--- src/hw/rtl/cesc_pkg.sv ---
// Shared types, character codes and decode functions of the escape expander.
package cesc_pkg;

  // Scanner modes
  typedef enum logic [1:0] {
    MODE_TEXT = 2'd0,
    MODE_ESC  = 2'd1,
    MODE_OCT  = 2'd2,
    MODE_HEX  = 2'd3
  } mode_t;

  // One or two results produced by a single input item
  typedef struct packed {
    logic       two;
    logic [7:0] byte0;
    logic       last0;
    logic [7:0] byte1;
    logic       last1;
  } res_pair_t;

  localparam int unsigned QUEUE_DEPTH = 4;

  localparam logic [1:0] OCT_DIGITS = 2'd3;
  localparam logic [1:0] HEX_DIGITS = 2'd2;

  localparam logic [7:0] CH_BSLASH = 8'h5C;
  localparam logic [7:0] CH_ZERO   = 8'h30;
  localparam logic [7:0] CH_SEVEN  = 8'h37;
  localparam logic [7:0] CH_NINE   = 8'h39;
  localparam logic [7:0] CH_X      = 8'h78;
  localparam logic [7:0] CH_UA     = 8'h41;
  localparam logic [7:0] CH_UF     = 8'h46;
  localparam logic [7:0] CH_LA     = 8'h61;
  localparam logic [7:0] CH_LF     = 8'h66;
  localparam logic [7:0] CH_NUL    = 8'h00;

  // Map the letter after a backslash to its control code; others stand for themselves
  function automatic logic [7:0] esc_char(input logic [7:0] b);
    logic [7:0] ch;
    case (b)
      8'h65:   ch = 8'h1B; // e: escape
      8'h61:   ch = 8'h07; // a: bell
      8'h62:   ch = 8'h08; // b: backspace
      8'h66:   ch = 8'h0C; // f: form feed
      8'h6E:   ch = 8'h0A; // n: line feed
      8'h72:   ch = 8'h0D; // r: carriage return
      8'h74:   ch = 8'h09; // t: tab
      8'h76:   ch = 8'h0B; // v: vertical tab
      default: ch = b;
    endcase
    return ch;
  endfunction

  // Hex digit decode: {valid, value}
  function automatic logic [4:0] hex_digit(input logic [7:0] b);
    logic [4:0] r;
    if (b inside {[CH_ZERO:CH_NINE]}) begin
      r = {1'b1, 4'(b - CH_ZERO)};
    end else if (b inside {[CH_UA:CH_UF]}) begin
      r = {1'b1, 4'(b - CH_UA + 8'd10)};
    end else if (b inside {[CH_LA:CH_LF]}) begin
      r = {1'b1, 4'(b - CH_LA + 8'd10)};
    end else begin
      r = 5'd0;
    end
    return r;
  endfunction

endpackage

--- src/hw/rtl/cesc_front.sv ---
// Front end: scans input items, tracks escape state and forms result pairs.
module cesc_front import cesc_pkg::*; (
  input  logic       clk,
  input  logic       rst_n,
  input  logic       accept,
  input  logic [7:0] in_byte,
  input  logic       in_line_end,
  output logic       push,
  output res_pair_t  push_data
);

  mode_t      mode_r, mode_nxt;
  logic [7:0] accum_r, accum_nxt;
  logic [1:0] count_r, count_nxt;

  logic       is_bslash, is_numlead, is_oct;
  logic       digit_ok;
  logic [3:0] digit_val;
  logic [4:0] hex_dec;
  logic [7:0] acc_new;
  logic [1:0] cnt_inc;
  logic       num_done;
  logic       has_res;

  assign is_oct    = (mode_r == MODE_OCT);
  assign is_bslash = (in_byte == CH_BSLASH);
  assign is_numlead = (in_byte == CH_ZERO) || (in_byte == CH_X);
  assign hex_dec   = hex_digit(in_byte);

  always_comb begin
    if (is_oct) begin
      digit_ok  = in_byte inside {[CH_ZERO:CH_SEVEN]};
      digit_val = {1'b0, in_byte[2:0]};
      acc_new   = {accum_r[4:0], digit_val[2:0]};
    end else begin
      digit_ok  = hex_dec[4];
      digit_val = hex_dec[3:0];
      acc_new   = {accum_r[3:0], digit_val};
    end
  end

  assign cnt_inc  = count_r + 2'd1;
  assign num_done = in_line_end || (cnt_inc == (is_oct ? OCT_DIGITS : HEX_DIGITS));

  // Next state
  always_comb begin
    mode_nxt  = mode_r;
    accum_nxt = accum_r;
    count_nxt = count_r;
    case (mode_r)
      MODE_TEXT: begin
        mode_nxt = (is_bslash && !in_line_end) ? MODE_ESC : MODE_TEXT;
      end
      MODE_ESC: begin
        if (is_numlead) begin
          accum_nxt = 8'd0;
          count_nxt = 2'd0;
          if (in_line_end) begin
            mode_nxt = MODE_TEXT;
          end else begin
            mode_nxt = (in_byte == CH_ZERO) ? MODE_OCT : MODE_HEX;
          end
        end else begin
          mode_nxt = MODE_TEXT;
        end
      end
      MODE_OCT, MODE_HEX: begin
        if (digit_ok) begin
          if (num_done) begin
            mode_nxt  = MODE_TEXT;
            accum_nxt = 8'd0;
            count_nxt = 2'd0;
          end else begin
            accum_nxt = acc_new;
            count_nxt = cnt_inc;
          end
        end else begin
          accum_nxt = 8'd0;
          count_nxt = 2'd0;
          mode_nxt  = (is_bslash && !in_line_end) ? MODE_ESC : MODE_TEXT;
        end
      end
      default: mode_nxt = MODE_TEXT;
    endcase
  end

  // Results
  always_comb begin
    has_res   = 1'b0;
    push_data = '0;
    case (mode_r)
      MODE_TEXT: begin
        if (is_bslash) begin
          has_res         = in_line_end;
          push_data.byte0 = CH_NUL;
          push_data.last0 = 1'b1;
        end else begin
          has_res         = 1'b1;
          push_data.byte0 = in_byte;
          push_data.last0 = in_line_end;
        end
      end
      MODE_ESC: begin
        if (is_numlead) begin
          has_res         = in_line_end;
          push_data.byte0 = CH_NUL;
          push_data.last0 = 1'b1;
        end else begin
          has_res         = 1'b1;
          push_data.byte0 = esc_char(in_byte);
          push_data.last0 = in_line_end;
        end
      end
      MODE_OCT, MODE_HEX: begin
        has_res = 1'b1;
        if (digit_ok) begin
          has_res         = num_done;
          push_data.byte0 = acc_new;
          push_data.last0 = in_line_end;
        end else begin
          // flush the value, then handle the ending byte as text
          push_data.byte0 = accum_r;
          push_data.last0 = 1'b0;
          if (is_bslash) begin
            push_data.two   = in_line_end;
            push_data.byte1 = CH_NUL;
            push_data.last1 = 1'b1;
          end else begin
            push_data.two   = 1'b1;
            push_data.byte1 = in_byte;
            push_data.last1 = in_line_end;
          end
        end
      end
      default: has_res = 1'b0;
    endcase
  end

  assign push = accept && has_res;

  always_ff @(posedge clk) begin
    if (!rst_n) begin
      mode_r  <= MODE_TEXT;
      accum_r <= 8'd0;
      count_r <= 2'd0;
    end else if (accept) begin
      mode_r  <= mode_nxt;
      accum_r <= accum_nxt;
      count_r <= count_nxt;
    end
  end

endmodule

--- src/hw/rtl/cesc_queue.sv ---
// Short queue of result pairs between the front and back ends.
module cesc_queue import cesc_pkg::*; #(
  parameter int unsigned DEPTH = QUEUE_DEPTH
) (
  input  logic      clk,
  input  logic      rst_n,
  input  logic      push,
  input  res_pair_t push_data,
  output logic      not_full,
  input  logic      pop,
  output logic      not_empty,
  output res_pair_t pop_data,
  output logic [$clog2(DEPTH+1)-1:0] count
);

  localparam int unsigned PTR_W = (DEPTH > 1) ? $clog2(DEPTH) : 1;
  localparam int unsigned CNT_W = $clog2(DEPTH + 1);
  localparam logic [PTR_W-1:0] LAST_PTR = PTR_W'(DEPTH - 1);

  res_pair_t        slot_r [DEPTH];
  logic [PTR_W-1:0] wr_ptr_r, wr_ptr_nxt;
  logic [PTR_W-1:0] rd_ptr_r, rd_ptr_nxt;
  logic [CNT_W-1:0] count_r, count_nxt;

  assign not_full  = (count_r != CNT_W'(DEPTH));
  assign not_empty = (count_r != '0);
  assign pop_data  = slot_r[rd_ptr_r];
  assign count     = count_r;

  always_comb begin
    wr_ptr_nxt = wr_ptr_r;
    rd_ptr_nxt = rd_ptr_r;
    count_nxt  = count_r;
    if (push) begin
      wr_ptr_nxt = (wr_ptr_r == LAST_PTR) ? '0 : wr_ptr_r + 1'b1;
    end
    if (pop) begin
      rd_ptr_nxt = (rd_ptr_r == LAST_PTR) ? '0 : rd_ptr_r + 1'b1;
    end
    if (push && !pop) begin
      count_nxt = count_r + 1'b1;
    end else if (pop && !push) begin
      count_nxt = count_r - 1'b1;
    end
  end

  always_ff @(posedge clk) begin
    if (push) begin
      slot_r[wr_ptr_r] <= push_data;
    end
  end

  always_ff @(posedge clk) begin
    if (!rst_n) begin
      wr_ptr_r <= '0;
      rd_ptr_r <= '0;
      count_r  <= '0;
    end else begin
      wr_ptr_r <= wr_ptr_nxt;
      rd_ptr_r <= rd_ptr_nxt;
      count_r  <= count_nxt;
    end
  end

endmodule

--- src/hw/rtl/cesc_back.sv ---
// Back end: splits result pairs into single items on the output register.
module cesc_back import cesc_pkg::*; (
  input  logic       clk,
  input  logic       rst_n,
  input  logic       q_not_empty,
  input  res_pair_t  q_data,
  output logic       q_pop,
  output logic       out_valid,
  input  logic       out_ready,
  output logic [7:0] out_byte,
  output logic       out_last_of_line
);

  logic       out_valid_r, out_valid_nxt;
  logic [7:0] out_byte_r, out_byte_nxt;
  logic       out_last_r, out_last_nxt;
  logic       sec_valid_r, sec_valid_nxt;
  logic [7:0] sec_byte_r, sec_byte_nxt;
  logic       sec_last_r, sec_last_nxt;
  logic       slot_free;

  assign slot_free = !out_valid_r || out_ready;
  assign q_pop     = slot_free && !sec_valid_r && q_not_empty;

  always_comb begin
    out_valid_nxt = out_valid_r;
    out_byte_nxt  = out_byte_r;
    out_last_nxt  = out_last_r;
    sec_valid_nxt = sec_valid_r;
    sec_byte_nxt  = sec_byte_r;
    sec_last_nxt  = sec_last_r;
    if (slot_free) begin
      if (sec_valid_r) begin
        out_valid_nxt = 1'b1;
        out_byte_nxt  = sec_byte_r;
        out_last_nxt  = sec_last_r;
        sec_valid_nxt = 1'b0;
      end else if (q_not_empty) begin
        out_valid_nxt = 1'b1;
        out_byte_nxt  = q_data.byte0;
        out_last_nxt  = q_data.last0;
        sec_valid_nxt = q_data.two;
        sec_byte_nxt  = q_data.byte1;
        sec_last_nxt  = q_data.last1;
      end else begin
        out_valid_nxt = 1'b0;
      end
    end
  end

  always_ff @(posedge clk) begin
    if (!rst_n) begin
      out_valid_r <= 1'b0;
      sec_valid_r <= 1'b0;
    end else begin
      out_valid_r <= out_valid_nxt;
      sec_valid_r <= sec_valid_nxt;
    end
  end

  always_ff @(posedge clk) begin
    out_byte_r <= out_byte_nxt;
    out_last_r <= out_last_nxt;
    sec_byte_r <= sec_byte_nxt;
    sec_last_r <= sec_last_nxt;
  end

  assign out_valid        = out_valid_r;
  assign out_byte         = out_byte_r;
  assign out_last_of_line = out_last_r;

endmodule

--- src/hw/rtl/c_escape_sequence_expander_core.sv ---
// Top level of the C escape sequence expander: front end, pair queue, back end.
//
// Usage: feed raw text bytes on the in_ channel (in_byte, in_line_end marks
// the last byte of a line). Expanded bytes leave on the out_ channel with
// out_last_of_line set on the final byte produced for each line. Both
// channels use valid/ready; an item moves when valid and ready are high.
// An input item yields zero, one or two output items; a line end always
// yields at least one, and every line end returns the scanner to plain text.
// An accepted item's result pair is written into the queue, and its first
// result is then loaded from the queue into the output register.
// Throughput: one input item per cycle while the queue has room; the output
// register moves one item per cycle while out_ready is high, so a two-result
// item holds the back end longer, absorbed by the QUEUE_DEPTH-entry pair queue.
// in_ready falls only when the queue is full, so a stalled receiver fills the
// queue and then holds off the sender; no item is lost or repeated.
// Reset (rst_n low, synchronous) clears the scanner to plain text, empties
// the queue and drops any pending output; no clearing pass is needed.
module c_escape_sequence_expander_core import cesc_pkg::*; #(
  parameter int unsigned DEPTH = QUEUE_DEPTH
) (
  input  logic       clk,
  input  logic       rst_n,
  input  logic       in_valid,
  output logic       in_ready,
  input  logic [7:0] in_byte,
  input  logic       in_line_end,
  output logic       out_valid,
  input  logic       out_ready,
  output logic [7:0] out_byte,
  output logic       out_last_of_line
);

  localparam int unsigned CNT_W = $clog2(DEPTH + 1);

  logic             accept;
  logic             q_push, q_pop;
  logic             q_not_full, q_not_empty;
  res_pair_t        q_wdata, q_rdata;
  logic [CNT_W-1:0] q_count;

  // Take an item whenever the queue has room for its result pair
  assign in_ready = q_not_full;
  assign accept   = in_valid && q_not_full;

  cesc_front u_front (
    .clk         (clk),
    .rst_n       (rst_n),
    .accept      (accept),
    .in_byte     (in_byte),
    .in_line_end (in_line_end),
    .push        (q_push),
    .push_data   (q_wdata)
  );

  cesc_queue #(
    .DEPTH (DEPTH)
  ) u_queue (
    .clk       (clk),
    .rst_n     (rst_n),
    .push      (q_push),
    .push_data (q_wdata),
    .not_full  (q_not_full),
    .pop       (q_pop),
    .not_empty (q_not_empty),
    .pop_data  (q_rdata),
    .count     (q_count)
  );

  cesc_back u_back (
    .clk              (clk),
    .rst_n            (rst_n),
    .q_not_empty      (q_not_empty),
    .q_data           (q_rdata),
    .q_pop            (q_pop),
    .out_valid        (out_valid),
    .out_ready        (out_ready),
    .out_byte         (out_byte),
    .out_last_of_line (out_last_of_line)
  );

  // Every line end must produce a result
  a_line_end_pushes: assert property (@(posedge clk) disable iff (!rst_n)
    (accept && in_line_end) |-> q_push)
    else $error("line end accepted without a result");

  // The flushed value of a pair never closes the line
  a_pair_first_open: assert property (@(posedge clk) disable iff (!rst_n)
    (q_push && q_wdata.two) |-> !q_wdata.last0)
    else $error("first result of a pair marked as line end");

  // Queue occupancy stays within its depth
  a_queue_bound: assert property (@(posedge clk) disable iff (!rst_n)
    q_count <= CNT_W'(DEPTH))
    else $error("queue count beyond depth");

  // Pop only from a non-empty queue
  a_pop_nonempty: assert property (@(posedge clk) disable iff (!rst_n)
    q_pop |-> (q_count != '0))
    else $error("pop from empty queue");

endmodule

--- config.mk ---
export PLATFORM = sky130hd
export DESIGN_NAME = c_escape_sequence_expander_core
export DESIGN_NICKNAME = d
export VERILOG_FILES = /design/src/hw/rtl/cesc_pkg.sv /design/src/hw/rtl/cesc_front.sv /design/src/hw/rtl/cesc_queue.sv /design/src/hw/rtl/cesc_back.sv /design/src/hw/rtl/c_escape_sequence_expander_core.sv
export SDC_FILE = /design/constraint.sdc
export NUM_CORES = 1
export LEC_CHECK = 0
export BUFFER_PORTS_ARGS = -buffer_cell sky130_fd_sc_hd__buf_2
export CAP_MARGIN = 20
export CORE_MARGIN = 8
export CORE_UTILIZATION = 45
export CTS_CLUSTER_DIAMETER = 120
export DETAILED_ROUTE_END_ITERATION = 10
export SYNTH_ARGS = -nofsm -noshare
export SYNTH_HDL_FRONTEND = slang
export SYNTH_SLANG_ARGS = --single-unit
--- constraint.sdc ---
create_clock -name clk -period 3.95 [get_ports clk]
set_input_delay 0 -clock clk [delete_from_list [all_inputs] [get_ports clk]]
set_output_delay 0 -clock clk [all_outputs]
set_load 0.02 [all_outputs]
==> results.toml <==
[outcome]
status = "finished, final reports clean"

[cts]
cts_resized = 0
cts_buffers = 17
cts_tree = "done"
cts.clk_slew.worst_paths_ps = 60
clock-root-buffer = "clkbuf_16"
htreeDepth = 4
clock_latency_ps = 410
cts_sinks = 117
cts_setup_buffers = 0
cts.path.max_buffers = 2

[routing]
finalWirelength_mm = 11.84
drt_first_pass_iters = 4
antenna_left = 0
drcViolationCount = 0
viasPerCell = 5.859
drt_first_iter_violations = 223
vias = 3445
wl_per_cell_um = 20.13

[timing]
setup_slack_ps = 729.5
period_share_pct = 81.53
tns_ps = 0
rsz0062_at_grt = "no"
period_needed_ps = 3220
finalSetupViolCount = 0
relSlewSlack_pct = 32.03
final_max_slew_viol_count = 0
max_slew.worst_pin.slew_ps = 1018
fmax_mhz = 310.5
hold_violations = 0
worst_clock_skew_ps = 9.052

[global_route]
grt_pass1_wl_mm = 18.06
grt_usage_pct = 15.13
grt_pass1_vias = 3307
grt-ovfl-total = 0
grt_max_degree = 25
antenna_found_initial = 0

[logic_synthesis]
ys_ff_latch = 117
avgSynthCellArea_sq_um = 13.79
yosysSeqAreaShare_pct = 59.95
synth_xor_area_share_pct = 0.3199
synth_top_family_by_area = "compound AO/OA/AOI/OAI gates"
yosys-top-cells-area = "edfxtp_1 (52%), dfxtp_1 (8.4%), mux4_2 (7.8%), ha_1 (2.3%), nand2_1 (2.3%)"
syn_nets = 421
yosysTopAreaCell = "edfxtp_1"
synthArstFlopShare_pct = 0
synth_compound_area_share_pct = 11.67
synthSimpleGateAreaFrac_pct = 11.24
syn_inst = 397
synth_edf_count = 94
ys_warn_count = 0
yosys-mux-area-fraction_pct = 11.51
yosys.area.top_type_share_pct = 51.54
synthFlopType = "edfxtp_1"
ys_types = 68
syn-cell-area_sq_mm = 0.005477
synthAdderAreaFrac_pct = 2.650

[critical_path]
max_stage_delay_ps = 620
cp-startpoint = "u_front.mode_r[0]"
reg2reg_from = "u_front.mode_r[0]"
crit_fanout = 15
crit_slowest_cell = "dfxtp_1"
start_kind = "flop"
arrival_ps = 3560
crit_chain = "nand2b_1 -> o211ai_4 -> a21boi_2 -> and2_1 -> ha_1 -> inv_1 -> fa_1 -> xor2_1 -> or3_1 -> a21boi_0"
crit_type = "flop to flop"
worst_ep_required_time_ps = 4290
end_kind = "flop"

[placed_design]
placed_area_sq_mm = 0.005754
routabilityCongestion = 0.8779
io_buffer_count = 23
dp_hpwl_mm = 7.845
place_ws_ps = 623.7
dp.cells = 554

[final_layout]
regArea_sq_mm = 0.003283
layout_commonest_cell = "edfxtp_1"
fin_nets = 452
final_cell_area_sq_mm = 0.006379
finish.utilization_pct = 53.33
drive_gt1_share_pct = 24.04
final_cells = 588
diodes = 0
syn2layout_area_growth_pct = 16.47
multiInputGateArea_sq_mm = 0.002048
fillCellCount = 1002
final_cell_mix = "edfxtp_1 (94), nand2_1 (33), dfxtp_1 (23), buf_2 (23), mux4_2 (19)"

[power_and_ir_drop]
p_int_uw = 3085
powerDensity_mw_per_mm2 = 670.8
ir_worst_vdd_mv = 0.2702
p_leak_uw = 0.002287
seqPwrFrac_pct = 41.4
clkPwrFrac_pct = 36.1
power_frac_comb_pct = 22.5
swShare_pct = 27.91
power_switching_uw = 1194

[floorplan]
core-area_sq_mm = 0.01196
rows = 40
pin_count = 24
initial_core_util_pct = 45.78
dieArea_sq_mm = 0.01596
fp.dieW_um = 126.3
chipHeight_um = 126.3

[min_path]
hold_path_class = "input port to flop"
hold_start = "out_ready"

[run]
drv_cap = 0
-- critical path: cells and delay by family (launching register included) --
family | cells | cell delay [ps]
AOI/OAI and AO/OA | 3 | 660
and+or+nand+nor | 3 | 1080
DFF | 1 | 620
xor gates and xnor gates | 1 | 170
buffers and inverters | 1 | 60
adders and majority gates | 2 | 570
-- power groups by stage --
stage | Combinational, uW | Clock (uW) | Sequential, uW
6_report | 961 | 1540 | 1770
5_1_grt | 1040 | 1630 | 1810
3_5_place_dp | 975 | 0 | 1800
4_1_cts | 982 | 1580 | 1780
2_1_floorplan | 665 | 0 | 1800
3_3_place_gp | 924 | 0 | 1810
-- what timing repair did --
item                                    in CTS  in global routing
endpoints found under the setup margin       0                  0
endpoints found under the hold margin        3                  0
hold buffers                                 2                  0
-- final cells by class --
type	instances	area share, %
clock buffers	17	6.669
flip-flops and latches	117	51.47
repair buffers	35	3.413
clock inverters	15	2.805
multi-input cells	246	32.11
inverters	11	0.6473
well taps	147	2.883
-- layer usage --
metal  global-route usage (%)  routed length (um)  vias up
met4                    8.068                 378        0
li1                         -                   -     1605
met3                    4.902                 509       20
met2                    24.98                6004       89
met1                    17.25                4944     1731
met5                        0                   0        -
-- synth_stat cells (all sizes together), types with 11 or more instances --
cell type / instances
a21oi: 15
clkbuf: 14
dfxtp: 23
edfxtp: 94
inv: 11
mux4: 19
nand2: 33
nor2: 13
nor2b: 12
o21ai: 16
-- state kept, by name (all words and copies together), names as in the netlist, named ones only --
| name | flops |
|---|---|
| u_back.out_byte | 8 |
| u_back.out_last_of_line | 1 |
| u_back.out_valid | 1 |
| u_back.sec_byte_r | 8 |
| u_back.sec_last_r | 1 |
| u_back.sec_valid_r | 1 |
| u_front.accum_r | 8 |
| u_front.count_r | 2 |
| u_front.mode_r | 2 |
| u_queue.count | 3 |
| u_queue.rd_ptr_r | 2 |
| u_queue.slot_r | 76 |
| u_queue.wr_ptr_r | 2 |
-- worst paths after layout --
| check | endpoint | slack, ps | depth (start not counted) |
|---|---|---|---|
| max | u_queue.count[2] | 730 | 10 |
| min | u_back.sec_valid_r | 10 | 4 |
| max reg2reg | u_queue.count[2] | 730 | 10 |
| min reg2reg | u_front.count_r[0] | 470 | 2 |
-- stage by stage --
stage	hold slack (ps)	total power (uW)
finish	12.31	4279
floorplan	147.1	2461
CTS	2.217	4338
global placement	409.7	2736
global route	42.62	4473
detailed placement	414.2	2776
-- cell families (layout without fill, tap and decap cells) --
family                     Yosys count  in the layout
DFF                                117            117
muxes                               38             38
AOI/OAI and AO/OA                   84             84
buffers and inverters               34             78
xor gates and xnor gates             2              2
and+or+nand+nor                    111            111
adders and majority gates           11             11
Power figures use the tool's default switching activity.
